===== config.mk =====
export PLATFORM = sky130hd
export DESIGN_NAME = priority_voice_channel_allocator_top
export DESIGN_NICKNAME = d
export VERILOG_FILES = /design/src/design/pvca_pkg.sv /design/src/design/pvca_ctrl.sv /design/src/design/pvca_datapath.sv /design/src/design/priority_voice_channel_allocator_top.sv
export SDC_FILE = /design/constraint.sdc
export NUM_CORES = 1
export LEC_CHECK = 0
export BUFFER_PORTS_ARGS = -buffer_cell sky130_fd_sc_hd__buf_4
export CORE_ASPECT_RATIO = 0.9
export CORE_UTILIZATION = 55
export CTS_CLUSTER_SIZE = 24
export DETAILED_ROUTE_END_ITERATION = 10
export PLACE_DENSITY = 0.72
export SLEW_MARGIN = 10
export SYNTH_ARGS = -nofsm -noshare
export SYNTH_HDL_FRONTEND = slang
export SYNTH_HIERARCHICAL = 1
export SYNTH_SLANG_ARGS = --single-unit

===== constraint.sdc =====
create_clock -name clk -period 8.56 [get_ports clk]
set_input_delay 0.428 -clock clk [delete_from_list [all_inputs] [get_ports clk]]
set_output_delay 0.428 -clock clk [all_outputs]
set_load 0.1 [all_outputs]

===== src/design/pvca_pkg.sv =====
// Shared types and constants for the voice channel allocator.
// No dependencies.
package pvca_pkg;
	localparam int CHANNELS = 8;
	localparam int CH_W     = 3;
	localparam int CNT_W    = 4;
	localparam int ORG_W    = 16;
	localparam int RANK_W   = 8;
	localparam int MASK_W   = 8;

	localparam logic [CNT_W-1:0] ACTIVE_RESET = 4'd8;

	typedef enum logic [1:0] {
		OP_START   = 2'd0,
		OP_STOP    = 2'd1,
		OP_RELEASE = 2'd2,
		OP_CLEAR   = 2'd3
	} op_t;

	typedef enum logic {
		ST_IDLE   = 1'b0,
		ST_FINISH = 1'b1
	} state_t;

	typedef struct packed {
		logic accept;
		logic finish;
	} cmd_t;
endpackage


===== src/design/pvca_ctrl.sv =====
// Handshake controller for the voice channel allocator.
// Depends on pvca_pkg.
module pvca_ctrl (
	input  logic            clk,
	input  logic            arst_n,
	input  logic            in_valid,
	output logic            in_stall,
	output logic            out_valid,
	input  logic            out_stall,
	output pvca_pkg::cmd_t  cmd
);
	pvca_pkg::state_t state_q, state_d;
	logic out_valid_q;
	logic out_hold;

	assign out_hold = out_valid_q && out_stall;

	always_comb begin
		state_d = state_q;
		case (state_q)
			pvca_pkg::ST_IDLE: begin
				if (in_valid) state_d = pvca_pkg::ST_FINISH;
			end
			pvca_pkg::ST_FINISH: begin
				if (!out_hold) state_d = pvca_pkg::ST_IDLE;
			end
			default: state_d = pvca_pkg::ST_IDLE;
		endcase
	end

	always_comb begin
		in_stall   = 1'b1;
		cmd.accept = 1'b0;
		cmd.finish = 1'b0;
		case (state_q)
			pvca_pkg::ST_IDLE: begin
				in_stall   = 1'b0;
				cmd.accept = in_valid;
			end
			pvca_pkg::ST_FINISH: begin
				cmd.finish = !out_hold;
			end
			default: begin
				in_stall = 1'b1;
			end
		endcase
	end

	always_ff @(posedge clk or negedge arst_n) begin
		if (!arst_n) begin
			state_q     <= pvca_pkg::ST_IDLE;
			out_valid_q <= 1'b0;
		end else begin
			state_q <= state_d;
			if (cmd.finish) out_valid_q <= 1'b1;
			else if (!out_stall) out_valid_q <= 1'b0;
		end
	end

	assign out_valid = out_valid_q;
endmodule


===== src/design/pvca_datapath.sv =====
// Channel table, first-match searches and result register.
// Depends on pvca_pkg.
module pvca_datapath (
	input  logic                          clk,
	input  logic                          arst_n,
	input  pvca_pkg::cmd_t                cmd,
	input  logic [1:0]                    opcode,
	input  logic [pvca_pkg::ORG_W-1:0]    origin,
	input  logic [pvca_pkg::RANK_W-1:0]   rank,
	input  logic [pvca_pkg::CH_W-1:0]     channel,
	input  logic                          cfg_we,
	input  logic [pvca_pkg::CNT_W-1:0]    cfg_data,
	output logic                          granted,
	output logic                          refused,
	output logic [pvca_pkg::CH_W-1:0]     grant_channel,
	output logic [pvca_pkg::MASK_W-1:0]   stop_mask
);
	logic [pvca_pkg::CNT_W-1:0]    active_q;
	logic [pvca_pkg::CNT_W-1:0]    live;
	logic [pvca_pkg::CHANNELS-1:0] live_en;
	logic [pvca_pkg::CHANNELS-1:0] busy_q;
	logic [pvca_pkg::ORG_W-1:0]    org_tab_q  [pvca_pkg::CHANNELS];
	logic [pvca_pkg::RANK_W-1:0]   rank_tab_q [pvca_pkg::CHANNELS];

	pvca_pkg::op_t                 op_q;
	logic [pvca_pkg::ORG_W-1:0]    org_q;
	logic [pvca_pkg::RANK_W-1:0]   rk_q;
	logic [pvca_pkg::MASK_W-1:0]   mask_q;

	logic [pvca_pkg::CHANNELS-1:0] free1;
	logic [pvca_pkg::CHANNELS-1:0] hit1;
	logic [pvca_pkg::CHANNELS-1:0] hit2;
	logic [pvca_pkg::CHANNELS-1:0] hit3;
	logic [pvca_pkg::CH_W-1:0]     c2, c3, sel;
	logic                          found2, found3, found, is_start;
	logic [pvca_pkg::CHANNELS-1:0] stop2;
	pvca_pkg::op_t                 op_in;

	assign op_in = pvca_pkg::op_t'(opcode);
	assign live  = (active_q > pvca_pkg::CNT_W'(pvca_pkg::CHANNELS)) ?
		pvca_pkg::CNT_W'(pvca_pkg::CHANNELS) : active_q;

	always_comb begin
		for (int c = 0; c < pvca_pkg::CHANNELS; c++) begin
			live_en[c] = pvca_pkg::CNT_W'(c) < live;
			hit1[c] = live_en[c] && busy_q[c] && (org_tab_q[c] == origin);
			hit2[c] = live_en[c] && (!busy_q[c] ||
				((org_q != '0) && (org_tab_q[c] == org_q)));
			hit3[c] = live_en[c] && (rank_tab_q[c] >= rk_q);
		end
	end

	// stop, release and clear on the accepted beat
	always_comb begin
		free1 = '0;
		case (op_in)
			pvca_pkg::OP_START, pvca_pkg::OP_STOP: begin
				for (int c = pvca_pkg::CHANNELS - 1; c >= 0; c--) begin
					if (hit1[c]) begin
						free1 = '0;
						free1[c] = 1'b1;
					end
				end
			end
			pvca_pkg::OP_RELEASE: begin
				free1[channel] = live_en[channel] && busy_q[channel];
			end
			pvca_pkg::OP_CLEAR: begin
				free1 = live_en & busy_q;
			end
			default: free1 = '0;
		endcase
	end

	// allocate on the finish cycle
	always_comb begin
		c2 = '0;
		c3 = '0;
		for (int c = pvca_pkg::CHANNELS - 1; c >= 0; c--) begin
			if (hit2[c]) c2 = pvca_pkg::CH_W'(c);
			if (hit3[c]) c3 = pvca_pkg::CH_W'(c);
		end
		found2   = |hit2;
		found3   = |hit3;
		found    = found2 || found3;
		is_start = (op_q == pvca_pkg::OP_START);
		sel      = found2 ? c2 : c3;
		stop2    = '0;
		if (is_start && found) stop2[sel] = busy_q[sel];
	end

	always_ff @(posedge clk or negedge arst_n) begin
		if (!arst_n) begin
			active_q <= pvca_pkg::ACTIVE_RESET;
			busy_q   <= '0;
			for (int c = 0; c < pvca_pkg::CHANNELS; c++) begin
				org_tab_q[c]  <= '0;
				rank_tab_q[c] <= '0;
			end
		end else begin
			if (cfg_we) active_q <= cfg_data;
			if (cmd.accept) begin
				busy_q <= busy_q & ~free1;
				for (int c = 0; c < pvca_pkg::CHANNELS; c++) begin
					if (free1[c]) org_tab_q[c] <= '0;
				end
			end else if (cmd.finish && is_start && found) begin
				busy_q[sel]     <= 1'b1;
				org_tab_q[sel]  <= org_q;
				rank_tab_q[sel] <= rk_q;
			end
		end
	end

	always_ff @(posedge clk) begin
		if (cmd.accept) begin
			op_q   <= op_in;
			org_q  <= origin;
			rk_q   <= rank;
			mask_q <= pvca_pkg::MASK_W'(free1);
		end
		if (cmd.finish) begin
			granted       <= is_start && found;
			refused       <= is_start && !found;
			grant_channel <= (is_start && found) ? sel : '0;
			stop_mask     <= mask_q | pvca_pkg::MASK_W'(stop2);
		end
	end
endmodule


===== src/design/priority_voice_channel_allocator_top.sv =====
// Priority voice channel allocator, top level.
// The input beat is registered on accept; the result beat is registered in the finish
// state and shown on out_valid. in_stall holds off a new beat until then. The table is
// updated by the stop/release/clear pass on accept and by the allocation pass at finish.
// Reset: arst_n clears all channels to free and sets active_channels to 8.
// Depends on pvca_pkg, pvca_ctrl and pvca_datapath.
module priority_voice_channel_allocator_top (
	input  logic                          clk,
	input  logic                          arst_n,
	input  logic                          in_valid,
	output logic                          in_stall,
	input  logic [1:0]                    opcode,
	input  logic [pvca_pkg::ORG_W-1:0]    origin,
	input  logic [pvca_pkg::RANK_W-1:0]   rank,
	input  logic [pvca_pkg::CH_W-1:0]     channel,
	output logic                          out_valid,
	input  logic                          out_stall,
	output logic                          granted,
	output logic                          refused,
	output logic [pvca_pkg::CH_W-1:0]     grant_channel,
	output logic [pvca_pkg::MASK_W-1:0]   stop_mask,
	input  logic                          cfg_valid,
	output logic                          cfg_ready,
	input  logic [pvca_pkg::CNT_W-1:0]    cfg_data
);
	pvca_pkg::cmd_t cmd;

	assign cfg_ready = 1'b1;

	pvca_ctrl u_ctrl (
		.clk       (clk),
		.arst_n    (arst_n),
		.in_valid  (in_valid),
		.in_stall  (in_stall),
		.out_valid (out_valid),
		.out_stall (out_stall),
		.cmd       (cmd)
	);

	pvca_datapath u_dp (
		.clk           (clk),
		.arst_n        (arst_n),
		.cmd           (cmd),
		.opcode        (opcode),
		.origin        (origin),
		.rank          (rank),
		.channel       (channel),
		.cfg_we        (cfg_valid && cfg_ready),
		.cfg_data      (cfg_data),
		.granted       (granted),
		.refused       (refused),
		.grant_channel (grant_channel),
		.stop_mask     (stop_mask)
	);
endmodule


==> out/metrics.cfg <==
[logic_synthesis]
synth_common_cells = dfrtp_1, xnor2_1, nor4_1
synth_area_leaders = dfrtp_1, xnor2_1, edfxtp_1
syn_inst = 1461
async_flop_share_pct = 81.42
synth_edf_count = 47
ys_seq_area_share_pct = 42.25
yosysMostFrequentCell = dfrtp_1
yosys.area.top_type = dfrtp_1
ys_types = 74
synthFlopType = dfrtp_1
synth_warnings = 6
syn_nets = 1563
syn_area_um2 = 15540
avgSynthCellArea_um2 = 10.64
synth_seq_cells = 253
yosysTopAreaCellShare_pct = 33.00

[floorplan]
rows = 58
coreArea_um2 = 27870
die-area_um2 = 28940
start_util_pct = 55.78
die_y_um = 161.5
dieWidth_um = 179.2
io_pins = 54

[clocking]
numCtsBuffers = 28
path_clk_slew_ns = 0.06
h-tree-depth = 1
cts_root_buffer = clkbuf_16
cts_buffer_depth = 3
cts_sinks = 253
cts_tree = done
clock_latency_ns = 0.55
ctsResizeCount = 0

[detailed_routing]
routed_via_density = 7.021
dr.pass1.iters = 9
wl_per_cell_um = 28.20
routed_wl_um = 51570
final_antenna_net_count = 0
drc = 16
drt_iter0_drc = 1777
vias = 12840

[hold_path]
hp-class = input port to register
whs_path_depth = 1
hp-start = rank[1]

[sta]
finalSetupViolCount = 0
setup-tns-final_ns = 0
relSlewSlack_pct = 17.23
slew_violations = 0
timing.fmax_mhz = 179.7
postLayoutSetupSlackWorst_ns = 2.994
fin_crit_sh_pct = 65.02
hold_viol = 0
min_period_ns = 5.566
finalClockSkew_ns = 0.009408
tightestPinTransition_ns = 1.241
rsz0062_at_grt = false

[final_layout]
seq_area_um2 = 6568
final_nets = 1548
area_delta_synth_final_pct = 9.354
fillers = 2296
multi_input_area_um2 = 8388
fin_area_um2 = 17000
drive_above_1_share_pct = 22.48
final_util_pct = 61.00

[global_routing]
grt_overflow_total = 0
grt_start_max_net_pins = 83
grt_usage_pct = 35.96
grt_pass1_vias = 12260
antenna_found_initial = 2
grt_pass1_wl_um = 77240

[worst_setup_path]
crit_family = simple AND/OR/NAND/NOR gates
arrival_ns = 6.00
end_kind = register
crit_path_start_kind = register
reg2reg_depth = 11
ff2ff_setup_slack_ns = 2.99
timing.rr.start = u_dp/rk_q[2]
path_max_fanout = 59
crit_chain = inv_1 -> ha_1 -> o21a_1 -> o2111ai_1 -> a2bb2oi_1 -> a21boi_0 -> nand4_1 -> o31ai_4 -> or3b_4 -> or3_1 -> mux2_2
cp_slowest_cell = or3_1
worstPathRequired_ns = 8.99
crit_type = register to register
cp.buffers_inverters = 1
slowest_delay_ns = 1.04
startpoint = u_dp/rk_q[2]
crit_cells = 11

[place]
io_buffers = 52
place_ws_ns = 3.121
gp_congestion = 0.9649
dp_hpwl_um = 34060
dpl_cell_area_um2 = 16070

[run_status]
status = finished with violations
violations = DRC

[pwr]
leakagePower_nw = 7.140
max-vdd-ir-drop_mv = 0.1569
power.density_nw_per_um2 = 228.7

[run]
drv_cap = 0

-- registers in the layout (all words and copies together), names as in the netlist --
register            count
u_dp/grant_channel      3
u_dp/org_tab_q        128
u_dp/rk_q               8
u_dp/refused            1
u_dp/granted            1
u_ctrl/state_q          1
u_dp/busy_q             8
u_dp/stop_mask          8
u_dp/mask_q             8
u_dp/active_q           4
u_dp/org_q             16
u_ctrl/out_valid        1
u_dp/rank_tab_q        64
u_dp/op_q               2
-- layer usage --
layer	track usage, %	vias up	wire (um)	part of all wire [%]
met2	51.07	868	21420	42
met5	0	-	0	0
met3	8.686	206	5884	11
met1	51.09	6324	21190	41
met4	17.57	0	3083	6.0
li1	-	5443	-	-
-- kinds of logic after synthesis --
logic type      after synthesis  synth area share (%)
xor+xnor                    256                 14.42
flops                       253                 42.25
compound gates              257                 13.00
other cells                   1               0.02413
buf+inv                     146                 4.081
mux                          70                 5.353
fa+ha+maj                    64                 5.152
simple gates                414                 15.71
-- metrics by stage --
step           hold WS, ns  instances  power [mW]
6_report           0.05149       1829       3.887
5_1_grt            0.04531       1828       4.031
4_1_cts            0.03862       1828       3.866
3_5_place_dp        0.4927       1775       2.656
3_3_place_gp        0.4879       1775       2.633
2_1_floorplan       0.1324       1461       2.326
-- path summary, 6_finish.rpt --
kind,endpoint
max reg2reg,u_dp/rank_tab_q[11]
min in group asynchronous,u_dp/rank_tab_q[42]
max in group asynchronous,u_dp/org_tab_q[33]
min reg2reg,u_dp/rank_tab_q[56]
max,u_dp/rank_tab_q[11]
min,u_dp/rk_q[1]
-- report_power, final --
group	total [mW]	internal, mW	switching (mW)
clock network	1.21	0.700	0.509
logic	1.08	0.418	0.658
registers	1.60	1.39	0.207
-- layout by cell type (no fill, tap or decap), types with 29 or more instances in the layout --
cell type	n
dfrtp_1	205
xnor2_1	200
nor4_1	123
a31o_2	116
buf_4	73
nand4_1	70
ha_1	64
mux2_2	57
xor2_1	56
nand2_1	56
edfxtp_1	47
o21ai_0	31
clkbuf_16	29
-- worst reg2reg max path: stages, from the launching register on --
cell and delay [ns]:
edfxtp_1 0.66, inv_1 0.38, ha_1 0.38, o21a_1 0.19
o2111ai_1 0.18, a2bb2oi_1 0.36, a21boi_0 0.41, nand4_1 0.27
o31ai_4 0.41, or3b_4 0.74, or3_1 1.05, mux2_2 0.43
-- layout make-up --
type / count / share of cell area (%)
antenna: 1 / 0.01472
inverter: 26 / 0.5742
clock inverter: 12 / 0.5447
multi-input combinational: 1062 / 49.35
timing repair buffer: 75 / 3.364
clock buffer: 40 / 4.866
sequential: 253 / 38.64
tap: 360 / 2.650
-- timing repair --
item	CTS	global route
hold endpoints to repair	79	0
hold buffers	1	0
setup endpoints to repair	0	0
setup buffers	0	0
Power figures use the tool's default switching activity.
